[src/hdl/gsc_pkg.sv]
// ============================================================================
// gsc_pkg
// Types, constants and small helpers shared by the Gromark cipher core.
// ============================================================================
package gsc_pkg;

   localparam int MAX_PERIOD   = 12;
   localparam int LETTERS      = 26;
   localparam int DIGIT_BASE   = 10;
   localparam int LETTER_W     = 5;
   localparam int DIGIT_W      = 4;
   localparam int POS_W        = 4;
   localparam int KEYLEN_W     = 4;
   localparam int OFFSET_COUNT = MAX_PERIOD;
   localparam int PRIMER_COUNT = MAX_PERIOD;
   localparam int ALPHA_W      = LETTERS * LETTER_W;
   localparam int PRIMER_W     = PRIMER_COUNT * DIGIT_W;
   localparam int OFFSETS_W    = OFFSET_COUNT * LETTER_W;
   localparam int CSR_INDEX_W  = 3;
   localparam int CSR_DATA_W   = 60;
   localparam logic [KEYLEN_W-1:0] KEY_LENGTH_RESET = 4'd5;

   typedef enum logic [CSR_INDEX_W-1:0] {
      CSR_ALPHABET_LOW  = 3'd0,
      CSR_ALPHABET_MID  = 3'd1,
      CSR_ALPHABET_HIGH = 3'd2,
      CSR_PRIMER        = 3'd3,
      CSR_GROUP_OFFSETS = 3'd4,
      CSR_KEY_LENGTH    = 3'd5,
      CSR_PERIODIC      = 3'd6,
      CSR_DECRYPT       = 3'd7
   } gsc_csr_index_type;

   typedef struct packed {
      logic [ALPHA_W-1:0]   alphabet;
      logic [PRIMER_W-1:0]  primer;
      logic [OFFSETS_W-1:0] offsets;
      logic [KEYLEN_W-1:0]  key_length;
      logic                 periodic;
      logic                 decrypt;
   } gsc_cfg_type;

   // one classified request on its way from the front end to the back end
   typedef struct packed {
      logic [LETTER_W-1:0] letter;
      logic [LETTER_W-1:0] shift;
      logic                invalid;
   } gsc_item_type;

   function automatic logic [LETTER_W-1:0] mod26(input logic [LETTER_W-1:0] v);
      logic [LETTER_W-1:0] r;
      r = (v >= LETTER_W'(LETTERS)) ? v - LETTER_W'(LETTERS) : v;
      return r;
   endfunction

   function automatic logic [DIGIT_W-1:0] mod10(input logic [DIGIT_W-1:0] v);
      logic [DIGIT_W-1:0] r;
      r = (v >= DIGIT_W'(DIGIT_BASE)) ? v - DIGIT_W'(DIGIT_BASE) : v;
      return r;
   endfunction

endpackage

[src/hdl/gsc_req_if.sv]
// ============================================================================
// gsc_req_if
// Request channel: one letter and its message start flag.
// ============================================================================
interface gsc_req_if;
   logic                          valid;
   logic                          ready;
   logic [gsc_pkg::LETTER_W-1:0]  letter_in;
   logic                          message_start;

   modport source (output valid, output letter_in, output message_start, input ready);
   modport sink   (input valid, input letter_in, input message_start, output ready);
endinterface

[src/hdl/gsc_rsp_if.sv]
// ============================================================================
// gsc_rsp_if
// Result channel: one resulting letter and its invalid flag.
// ============================================================================
interface gsc_rsp_if;
   logic                          valid;
   logic                          ready;
   logic [gsc_pkg::LETTER_W-1:0]  letter_out;
   logic                          invalid_letter;

   modport source (output valid, output letter_out, output invalid_letter, input ready);
   modport sink   (input valid, input letter_out, input invalid_letter, output ready);
endinterface

[src/hdl/gromark_stream_cipher_core.sv]
// ============================================================================
// gromark_stream_cipher_core
// Gromark cipher, one letter per request, basic or periodic, both directions.
// ============================================================================
// The core takes one letter request per clock cycle while its queue is not
// full, and returns one result per request, in order; each request passes
// through the queue, the back end's first stage and the output register
// before its result is presented. The rate is set by the front end,
// whose running-key window
// (one mod-10 chain addition and a shift) and group counters update once per
// accepted request; a two-entry queue parts it from the two-stage back end,
// which substitutes through the mixed alphabet or, when deciphering, finds
// the lowest alphabet entry that matches and subtracts key digit and group
// offset mod 26. Letters above Z come back as A with invalid_letter set and
// leave the key untouched, though a message start on such a request still
// reloads the primer. Write configuration only while the core is idle.
// ============================================================================
module gromark_stream_cipher_core (
   input  logic                               clock,
   input  logic                               reset,
   input  logic                               csr_write_enable,
   input  logic [gsc_pkg::CSR_INDEX_W-1:0]    csr_index,
   input  logic [gsc_pkg::CSR_DATA_W-1:0]     csr_write_data,
   gsc_req_if.sink                            req,
   gsc_rsp_if.source                          rsp
);
   import gsc_pkg::*;

   logic [59:0]         alphabet_low_ff, alphabet_mid_ff;
   logic [9:0]          alphabet_high_ff;
   logic [PRIMER_W-1:0] primer_ff;
   logic [OFFSETS_W-1:0] offsets_ff;
   logic [KEYLEN_W-1:0] key_length_ff;
   logic                periodic_ff, decrypt_ff;

   gsc_cfg_type  cfg;
   gsc_item_type push_item, head;
   logic         push, pop, full, empty;

   // register file: write only, no read-back
   always_ff @(posedge clock) begin
      if (reset) begin
         alphabet_low_ff  <= '0;
         alphabet_mid_ff  <= '0;
         alphabet_high_ff <= '0;
         primer_ff        <= '0;
         offsets_ff       <= '0;
         key_length_ff    <= KEY_LENGTH_RESET;
         periodic_ff      <= 1'b0;
         decrypt_ff       <= 1'b0;
      end else if (csr_write_enable) begin
         unique case (gsc_csr_index_type'(csr_index))
            CSR_ALPHABET_LOW:  alphabet_low_ff  <= csr_write_data[59:0];
            CSR_ALPHABET_MID:  alphabet_mid_ff  <= csr_write_data[59:0];
            CSR_ALPHABET_HIGH: alphabet_high_ff <= csr_write_data[9:0];
            CSR_PRIMER:        primer_ff        <= csr_write_data[PRIMER_W-1:0];
            CSR_GROUP_OFFSETS: offsets_ff       <= csr_write_data[OFFSETS_W-1:0];
            CSR_KEY_LENGTH:    key_length_ff    <= csr_write_data[KEYLEN_W-1:0];
            CSR_PERIODIC:      periodic_ff      <= csr_write_data[0];
            CSR_DECRYPT:       decrypt_ff       <= csr_write_data[0];
         endcase
      end
   end

   // gather the alphabet with entry 0 in the lowest bits
   assign cfg.alphabet   = {alphabet_high_ff, alphabet_mid_ff, alphabet_low_ff};
   assign cfg.primer     = primer_ff;
   assign cfg.offsets    = offsets_ff;
   assign cfg.key_length = key_length_ff;
   assign cfg.periodic   = periodic_ff;
   assign cfg.decrypt    = decrypt_ff;

   // front end: accept, advance the running key, classify
   gsc_front u_front (
      .clock     (clock),
      .reset     (reset),
      .cfg       (cfg),
      .req       (req),
      .full      (full),
      .push      (push),
      .push_item (push_item)
   );

   // decouple the two halves so each can stall on its own
   gsc_queue u_queue (
      .clock     (clock),
      .reset     (reset),
      .push      (push),
      .push_item (push_item),
      .full      (full),
      .pop       (pop),
      .pop_item  (head),
      .empty     (empty)
   );

   // back end: alphabet substitution and output register
   gsc_back u_back (
      .clock (clock),
      .reset (reset),
      .cfg   (cfg),
      .empty (empty),
      .head  (head),
      .pop   (pop),
      .rsp   (rsp)
   );

endmodule

[src/hdl/gsc_front.sv]
// ============================================================================
// gsc_front
// Front end: accept requests, run the chain-addition key and group counters,
// and hand a classified request with its combined shift to the queue.
// ============================================================================
module gsc_front (
   input  logic                 clock,
   input  logic                 reset,
   input  gsc_pkg::gsc_cfg_type cfg,
   gsc_req_if.sink              req,
   input  logic                 full,
   output logic                 push,
   output gsc_pkg::gsc_item_type push_item
);
   import gsc_pkg::*;

   logic [DIGIT_W-1:0]  win_ff   [MAX_PERIOD];
   logic [DIGIT_W-1:0]  win_in   [MAX_PERIOD];
   logic [DIGIT_W-1:0]  base_pad [MAX_PERIOD+1];
   logic [POS_W-1:0]    pos_ff, pos_in, grp_ff, grp_in;
   logic [POS_W-1:0]    base_pos, base_grp;
   logic [KEYLEN_W-1:0] period;
   logic [DIGIT_W-1:0]  next_digit;
   logic [DIGIT_W:0]    digit_sum;
   logic [LETTER_W-1:0] off_raw, off;
   logic [LETTER_W:0]   shift_sum;
   logic                invalid;

   assign req.ready = !full;
   assign push      = req.valid && !full;
   assign invalid   = req.letter_in >= LETTER_W'(LETTERS);

   always_comb begin
      // clamp the key length into 1..MAX_PERIOD
      if (cfg.key_length == '0) begin
         period = KEYLEN_W'(1);
      end else if (cfg.key_length > KEYLEN_W'(MAX_PERIOD)) begin
         period = KEYLEN_W'(MAX_PERIOD);
      end else begin
         period = cfg.key_length;
      end

      // reload from the primer before this letter on a message start
      for (int i = 0; i < MAX_PERIOD; i++) begin
         base_pad[i] = req.message_start ? mod10(cfg.primer[i*DIGIT_W +: DIGIT_W]) : win_ff[i];
      end
      base_pad[MAX_PERIOD] = '0;
      base_pos = req.message_start ? '0 : pos_ff;
      base_grp = req.message_start ? '0 : grp_ff;

      off_raw = '0;
      for (int g = 0; g < OFFSET_COUNT; g++) begin
         if (base_grp == POS_W'(g)) begin
            off_raw = cfg.offsets[g*LETTER_W +: LETTER_W];
         end
      end
      off = cfg.periodic ? mod26(off_raw) : '0;

      shift_sum = {2'b00, base_pad[0]} + {1'b0, off};
      push_item.letter  = req.letter_in;
      push_item.invalid = invalid;
      push_item.shift   = (shift_sum >= (LETTER_W+1)'(LETTERS))
                        ? LETTER_W'(shift_sum - (LETTER_W+1)'(LETTERS))
                        : LETTER_W'(shift_sum);

      digit_sum  = {1'b0, base_pad[0]} + {1'b0, base_pad[1]};
      next_digit = (digit_sum >= (DIGIT_W+1)'(DIGIT_BASE))
                 ? DIGIT_W'(digit_sum - (DIGIT_W+1)'(DIGIT_BASE))
                 : DIGIT_W'(digit_sum);

      for (int i = 0; i < MAX_PERIOD; i++) begin
         win_in[i] = base_pad[i];
      end
      pos_in = base_pos;
      grp_in = base_grp;

      if (!invalid) begin
         // shift the first period entries down and append the new digit
         if (period >= KEYLEN_W'(2)) begin
            for (int i = 0; i < MAX_PERIOD; i++) begin
               if ((i + 1) < int'(period)) begin
                  win_in[i] = base_pad[i+1];
               end else if ((i + 1) == int'(period)) begin
                  win_in[i] = next_digit;
               end
            end
         end
         if (({1'b0, base_pos} + 5'd1) >= {1'b0, period}) begin
            pos_in = '0;
            grp_in = (({1'b0, base_grp} + 5'd1) >= {1'b0, period}) ? '0 : base_grp + 1'b1;
         end else begin
            pos_in = base_pos + 1'b1;
         end
      end
   end

   always_ff @(posedge clock) begin
      if (reset) begin
         for (int i = 0; i < MAX_PERIOD; i++) begin
            win_ff[i] <= '0;
         end
         pos_ff <= '0;
         grp_ff <= '0;
      end else if (push) begin
         win_ff <= win_in;
         pos_ff <= pos_in;
         grp_ff <= grp_in;
      end
   end

endmodule

[src/hdl/gsc_queue.sv]
// ============================================================================
// gsc_queue
// Two-entry queue between the front end and the back end.
// ============================================================================
module gsc_queue (
   input  logic                  clock,
   input  logic                  reset,
   input  logic                  push,
   input  gsc_pkg::gsc_item_type push_item,
   output logic                  full,
   input  logic                  pop,
   output gsc_pkg::gsc_item_type pop_item,
   output logic                  empty
);
   import gsc_pkg::*;

   localparam int DEPTH = 2;

   gsc_item_type q_ff [DEPTH];
   logic         wr_ptr_ff, rd_ptr_ff;
   logic [1:0]   count_ff, count_in;

   assign full     = count_ff == 2'(DEPTH);
   assign empty    = count_ff == '0;
   assign pop_item = q_ff[rd_ptr_ff];

   always_comb begin
      count_in = count_ff;
      if (push && !pop) begin
         count_in = count_ff + 1'b1;
      end else if (pop && !push) begin
         count_in = count_ff - 1'b1;
      end
   end

   always_ff @(posedge clock) begin
      if (push) begin
         q_ff[wr_ptr_ff] <= push_item;
      end
   end

   always_ff @(posedge clock) begin
      if (reset) begin
         wr_ptr_ff <= 1'b0;
         rd_ptr_ff <= 1'b0;
         count_ff  <= '0;
      end else begin
         if (push) begin
            wr_ptr_ff <= !wr_ptr_ff;
         end
         if (pop) begin
            rd_ptr_ff <= !rd_ptr_ff;
         end
         count_ff <= count_in;
      end
   end

   a_count_bound: assert property (@(posedge clock) disable iff (reset)
      count_ff <= 2'(DEPTH))
      else $error("queue holds more than its depth");

endmodule

[src/hdl/gsc_back.sv]
// ============================================================================
// gsc_back
// Back end: substitute or invert through the mixed alphabet in two stages
// and hold the result in the output register.
// ============================================================================
module gsc_back (
   input  logic                  clock,
   input  logic                  reset,
   input  gsc_pkg::gsc_cfg_type  cfg,
   input  logic                  empty,
   input  gsc_pkg::gsc_item_type head,
   output logic                  pop,
   gsc_rsp_if.source             rsp
);
   import gsc_pkg::*;

   logic [LETTER_W-1:0] sig [LETTERS];
   logic                adv;
   logic [LETTER_W:0]   enc_sum;
   logic [LETTER_W-1:0] idx_in, inv, res, sub;
   logic [LETTERS-1:0]  match_in;
   logic [LETTER_W:0]   wrap;

   logic                s1_valid_ff;
   logic [LETTER_W-1:0] s1_idx_ff, s1_shift_ff;
   logic [LETTERS-1:0]  s1_match_ff;
   logic                s1_invalid_ff;
   logic                out_valid_ff;
   logic [LETTER_W-1:0] out_letter_ff;
   logic                out_invalid_ff;

   // whole pipeline moves unless the output register is held
   assign adv = !out_valid_ff || rsp.ready;
   assign pop = adv && !empty;

   always_comb begin
      for (int i = 0; i < LETTERS; i++) begin
         sig[i]      = mod26(cfg.alphabet[i*LETTER_W +: LETTER_W]);
         match_in[i] = sig[i] == head.letter;
      end
      enc_sum = {1'b0, head.letter} + {1'b0, head.shift};
      idx_in  = (enc_sum >= (LETTER_W+1)'(LETTERS))
              ? LETTER_W'(enc_sum - (LETTER_W+1)'(LETTERS))
              : LETTER_W'(enc_sum);
   end

   always_comb begin
      // lowest matching index wins
      inv = '0;
      for (int i = LETTERS - 1; i >= 0; i--) begin
         if (s1_match_ff[i]) begin
            inv = LETTER_W'(i);
         end
      end
      wrap = {1'b0, inv} + (LETTER_W+1)'(LETTERS) - {1'b0, s1_shift_ff};
      sub  = (inv >= s1_shift_ff) ? inv - s1_shift_ff : LETTER_W'(wrap);
      res  = cfg.decrypt ? sub : sig[s1_idx_ff];
   end

   always_ff @(posedge clock) begin
      if (adv) begin
         s1_idx_ff      <= idx_in;
         s1_shift_ff    <= head.shift;
         s1_match_ff    <= match_in;
         s1_invalid_ff  <= head.invalid;
         out_letter_ff  <= s1_invalid_ff ? '0 : res;
         out_invalid_ff <= s1_invalid_ff;
      end
   end

   always_ff @(posedge clock) begin
      if (reset) begin
         s1_valid_ff  <= 1'b0;
         out_valid_ff <= 1'b0;
      end else if (adv) begin
         s1_valid_ff  <= !empty;
         out_valid_ff <= s1_valid_ff;
      end
   end

   assign rsp.valid          = out_valid_ff;
   assign rsp.letter_out     = out_letter_ff;
   assign rsp.invalid_letter = out_invalid_ff;

   a_reset_clears: assert property (@(posedge clock)
      reset |=> !rsp.valid)
      else $error("result shown straight after reset");

   a_invalid_zero: assert property (@(posedge clock) disable iff (reset)
      rsp.valid && rsp.invalid_letter |-> rsp.letter_out == '0)
      else $error("invalid request gave a non-zero letter");

   a_letter_range: assert property (@(posedge clock) disable iff (reset)
      rsp.valid |-> rsp.letter_out < LETTER_W'(LETTERS))
      else $error("resulting letter out of range");

endmodule
[src/flat_wrapper.sv]
// flat-port wrapper written by rule: the top's interface ports become plain ports
module gromark_stream_cipher_core_flat import gsc_pkg::*;
  (clock, reset, csr_write_enable, csr_index, csr_write_data, req_valid, req_letter_in, req_message_start, req_ready, rsp_valid, rsp_letter_out, rsp_invalid_letter, rsp_ready);
  gsc_req_if req_i ();
  gsc_rsp_if rsp_i ();
  input  logic clock;
  input  logic reset;
  input  logic csr_write_enable;
  input  logic [gsc_pkg::CSR_INDEX_W-1:0] csr_index;
  input  logic [gsc_pkg::CSR_DATA_W-1:0] csr_write_data;
  input wire logic [$bits(req_i.valid)-1:0] req_valid;
  input wire logic [$bits(req_i.letter_in)-1:0] req_letter_in;
  input wire logic [$bits(req_i.message_start)-1:0] req_message_start;
  output wire logic [$bits(req_i.ready)-1:0] req_ready;
  output wire logic [$bits(rsp_i.valid)-1:0] rsp_valid;
  output wire logic [$bits(rsp_i.letter_out)-1:0] rsp_letter_out;
  output wire logic [$bits(rsp_i.invalid_letter)-1:0] rsp_invalid_letter;
  input wire logic [$bits(rsp_i.ready)-1:0] rsp_ready;
  assign req_i.valid = req_valid;
  assign req_i.letter_in = req_letter_in;
  assign req_i.message_start = req_message_start;
  assign req_ready = req_i.ready;
  assign rsp_valid = rsp_i.valid;
  assign rsp_letter_out = rsp_i.letter_out;
  assign rsp_invalid_letter = rsp_i.invalid_letter;
  assign rsp_i.ready = rsp_ready;
  gromark_stream_cipher_core u_core (.clock(clock), .reset(reset), .csr_write_enable(csr_write_enable), .csr_index(csr_index), .csr_write_data(csr_write_data), .req(req_i), .rsp(rsp_i));
endmodule
[config.mk]
export PLATFORM = sky130hd
export DESIGN_NAME = gromark_stream_cipher_core_flat
export DESIGN_NICKNAME = d
export VERILOG_FILES = /design/src/hdl/gsc_pkg.sv /design/src/hdl/gsc_req_if.sv /design/src/hdl/gsc_rsp_if.sv /design/src/hdl/gromark_stream_cipher_core.sv /design/src/hdl/gsc_front.sv /design/src/hdl/gsc_queue.sv /design/src/hdl/gsc_back.sv /design/src/flat_wrapper.sv
export SDC_FILE = /design/constraint.sdc
export NUM_CORES = 1
export LEC_CHECK = 0
export BUFFER_PORTS_ARGS = -buffer_cell sky130_fd_sc_hd__buf_2
export CORE_MARGIN = 2
export CORE_UTILIZATION = 44
export CTS_CLUSTER_DIAMETER = 100
export CTS_CLUSTER_SIZE = 16
export DETAILED_ROUTE_END_ITERATION = 12
export PLACE_DENSITY_LB_ADDON = 0.25
export SETUP_SLACK_MARGIN = 0.02
export SLEW_MARGIN = 5
export SYNTH_ARGS = -nofsm -noshare
export SYNTH_HDL_FRONTEND = slang
export SYNTH_SLANG_ARGS = --single-unit
export TNS_END_PERCENT = 30
[constraint.sdc]
create_clock -name clock -period 4.8 [get_ports clock]
set_clock_uncertainty 0.05 [all_clocks]
set_input_delay 0.48 -clock clock [delete_from_list [all_inputs] [get_ports clock]]
set_output_delay 0.48 -clock clock [all_outputs]
set_load 0.03 [all_outputs]
==> results.py <==
metrics = {
    "cells_and_area": {
        "drive_above_1_share_pct": 8.91,
        "final_nets": 3011,
        "fill_cells": 4986,
        "multiInputGateArea_mm2": 0.0130,
        "design_area_mm2": 0.0241,
        "final-seq-area_mm2": 0.00810,
        "final_cell_mix": "601 x nand2_1, 381 x a21oi_1, 304 x dfxtp_1",
        "area_growth_pct": 7.96,
        "layout_commonest_cell": "nand2_1",
    },
    "placement": {
        "port_buffers": 81,
        "gp_congestion": 0.928,
        "dp_hpwl_mm": 52.9,
        "placed_area_mm2": 0.0233,
        "dp_slack_ns": -0.0315,
    },
    "cts": {
        "clkLatencyLatePin_ns": 0.58,
        "postCtsSetupRepairBufs": 0,
        "holdBufCountCts": 0,
        "path_clk_slew_ns": 0.08,
        "clock_path_buffers": 3,
        "cts_buffers": 27,
        "clkSinkCount": 372,
        "cts_root_buf": "clkbuf_16",
        "cts_tree": "yes",
        "htree_levels": 1,
    },
    "power_and_ir_drop": {
        "seqPwrFrac_pct": 39.6,
        "p_leak_uw": 0.00844,
        "p_switching_uw": 3530,
        "p_int_uw": 5970,
        "ir_worst_vdd_mv": 0.238,
        "combPwrFrac_pct": 37.6,
        "p_clk_share_pct": 22.8,
        "p_per_area_mw_per_mm2": 395,
        "switching_share_pct": 37.1,
    },
    "detailed_routing": {
        "antenna_left": 0,
        "first_pass_iters": 6,
        "wirelength_mm": 72.1,
        "viasPerCell": 5.79,
        "drcViolationCount": 0,
        "first_iter_violations": 1638,
        "wire_per_inst_um": 20.4,
        "vias": 20500,
    },
    "sta": {
        "tns_ns": 0,
        "slew-limit-headroom_pct": 16.7,
        "finalSetupViolations": 0,
        "holdWs_ns": 0.0556,
        "finalHoldViolCount": 0,
        "fmax_mhz": 230,
        "finalCritPeriodShare_pct": 90.6,
        "slew_viol_final": 0,
        "layout_setup_ws_ns": 0.449,
        "rsz0062_at_grt": "false",
        "tightest_slew_ns": 1.25,
        "fin_crit_ns": 4.35,
    },
    "setup_path": {
        "rr_endpoint": "u_core.u_queue.q_ff[1][4]$_DFFE_PP_",
        "crit_chain": "buf_4 -> mux2_2 -> a222oi_1 -> a31oi_1 -> nor2_1 -> nand3_1 -> a21oi_1 -> nand2_1 -> o211a_1 -> ha_1 -> a21oi_1 -> and2_1 -> nor2_1 -> o21ai_1 -> or2_2 -> a21oi_2 -> a211o_1 -> a31oi_1",
        "path_max_fanout": 16,
        "regToRegSetupSlack_ns": 0.45,
        "path_buf_inv": 1,
        "r2r_cells": 18,
        "cp_top_family": "compound AO/OA/AOI/OAI gates",
        "crit_arrival_ns": 4.70,
        "start_kind": "flip-flop",
        "end_kind": "flip-flop",
        "required_ns": 5.15,
        "critical_path_class": "flip-flop to flip-flop",
        "r2r_start": "u_core.u_front.grp_ff[1]$_SDFFE_PP0P_",
        "crit_slowest_cell": "dfxtp_4",
        "cpPeakStageDelay_ns": 0.44,
    },
    "global_routing": {
        "grtUsageTotal_pct": 26.7,
        "busiest_layer": "met2",
        "grt_max_degree": 160,
        "met1_usage_pct": 34.1,
        "grt_pass1_wl_mm": 111,
        "grt.met3_usage_pct": 3.21,
        "antenna_found_initial": 1,
        "grt_overflow_total": 0,
        "first_global_vias": 19300,
        "grt_use_met2_pct": 45.7,
    },
    "synth": {
        "netlist.top_cell.by_area": "dfxtp_1",
        "ys.flop_type": "dfxtp_1",
        "synth_edf_count": 65,
        "synth_top_area_share_pct": 27.5,
        "synth.top_cells.by_area": "dfxtp_1 28%, nand2_1 10%, edfxtp_1 8.7%, a21oi_1 8.6%, xnor2_1 4.9%",
        "synth.lib_cells_used.distinct": 77,
        "async_flop_share_pct": 0,
        "synthesis.area_mm2": 0.0223,
        "yosysSeqAreaShare_pct": 36.3,
        "ys_ff_latch": 372,
        "avgSynthCellArea_um2": 7.80,
        "postSynthCellCount": 2861,
        "synth_warnings": 0,
        "syn-num-nets": 3019,
    },
    "hold_path": {
        "hp-class": "primary input to flip-flop",
        "min_to": "u_core.u_queue.q_ff[0][9]$_DFFE_PP_",
        "holdPathStages": 1,
        "worstHoldStart": "req_letter_in[3]",
    },
    "flow_run": {
        "cap_violations": 0,
    },
    "status": {
        "outcome": "completed",
    },
    "floorplan": {
        "pin_count": 82,
        "die_h_um": 229,
        "fp.coreArea_mm2": 0.0501,
        "initial_utilization_pct": 44.6,
        "die_w_um": 229,
        "die_area_mm2": 0.0525,
        "rows": 82,
    },
}
-- worst max path at each step --
stage                                                        end  slack, ns  cells after the start                                   from
final                        u_core.u_queue.q_ff[1][4]$_DFFE_PP_       0.45                     18  u_core.u_front.grp_ff[1]$_SDFFE_PP0P_
after detailed placement     u_core.u_queue.q_ff[1][4]$_DFFE_PP_      -0.03                     18  u_core.u_front.grp_ff[1]$_SDFFE_PP0P_
after global placement       u_core.u_queue.q_ff[0][4]$_DFFE_PP_        0.1                     18  u_core.u_front.grp_ff[1]$_SDFFE_PP0P_
after global routing         u_core.u_queue.q_ff[0][4]$_DFFE_PP_       0.03                     18  u_core.u_front.grp_ff[1]$_SDFFE_PP0P_
after CTS                    u_core.u_queue.q_ff[1][4]$_DFFE_PP_       0.03                     18  u_core.u_front.grp_ff[1]$_SDFFE_PP0P_
after floorplan           u_core.u_front.win_ff[10]$_SDFFE_PP0P_       0.47                     15                      req_message_start
-- flip-flops by register name, indices dropped and copies added, names as in the netlist, 2 cells and up, named ones only --
register / count
u_core.offsets_ff: 60
u_core.u_queue.q_ff: 22
u_core.alphabet_mid_ff: 60
u_core.key_length_ff: 4
u_core.u_back.s1_match_ff: 26
u_core.u_front.grp_ff: 4
u_core.u_front.win_ff: 48
u_core.alphabet_low_ff: 60
u_core.alphabet_high_ff: 10
u_core.u_back.s1_shift_ff: 5
u_core.u_queue.count_ff: 2
u_core.u_back.s1_idx_ff: 5
u_core.u_back.rsp.letter_out: 5
u_core.primer_ff: 48
u_core.u_front.pos_ff: 4
-- cell usage after synthesis (all sizes together) (9+ instances only) --
cell type / number
o31ai: 10
xnor2: 126
nand2b: 10
mux4: 20
nand2: 603
nor2: 183
mux2i: 52
a21o: 13
and2: 11
mux2: 45
a31oi: 15
nor3: 53
nor2b: 14
nand3: 57
clkbuf: 116
a21oi: 382
a221oi: 15
o22ai: 20
nor4: 9
edfxtp: 65
buf: 45
o21a: 28
a211oi: 17
o21ai: 159
nand3b: 14
o211ai: 30
o221ai: 23
a22oi: 17
xor2: 30
dfxtp: 307
o31a: 9
inv: 170
ha: 78
-- per-stage QoR --
| stage | utilization (%) | instances | power [µW] |
|---|---|---|---|
| 6_report | 48.1 | 3535 | 9500 |
| 5_1_grt | 48.1 | 3534 | 10000 |
| 4_1_cts | 48.0 | 3534 | 9540 |
| 3_5_place_dp | 46.6 | 3496 | 7380 |
| 3_3_place_gp | 46.6 | 3496 | 7270 |
| 2_1_floorplan | - | 2861 | 6380 |
-- metal layers --
metal,wire (µm),up-vias
li1,-,9884
met1,30500,9801
met2,34500,626
met3,4100,159
met4,3020,2
met5,11,-
-- repair_timing --
| action | 4_1_cts | 5_1_grt |
|---|---|---|
| resized for setup | 1 | 10 |
| pin swaps | 0 | 0 |
| cloned | 0 | 0 |
| hold endpoints to repair | 0 | 0 |
| setup endpoints to repair | 6 | 8 |
-- power groups by stage --
stage,clock network [µW],logic [µW],registers (µW)
after floorplan,0,2650,3730
after global placement,0,3450,3820
after detailed placement,0,3550,3830
after CTS,2220,3560,3750
after global routing,2320,3920,3790
final,2170,3580,3760
-- cells by family after synthesis --
| group | after synthesis | synth area share (%) |
|---|---|---|
| compound gates | 802 | 21.4 |
| xor+xnor | 156 | 6.12 |
| fa+ha+maj | 84 | 4.91 |
| buf+inv | 332 | 5.75 |
| flops | 372 | 36.3 |
| mux | 117 | 6.64 |
| simple gates | 998 | 18.8 |
-- final cells by class --
| cell class | count | share of cell area (%) |
|---|---|---|
| diodes | 1 | 0.0104 |
| clock buffers | 37 | 2.96 |
| clock inverters | 1 | 0.0675 |
| inverters | 171 | 2.66 |
| multi-input cells | 2157 | 54.0 |
| flip-flops and latches | 372 | 33.6 |
| well taps | 672 | 3.49 |
| repair buffers | 124 | 3.13 |
Power figures use the tool's default switching activity.
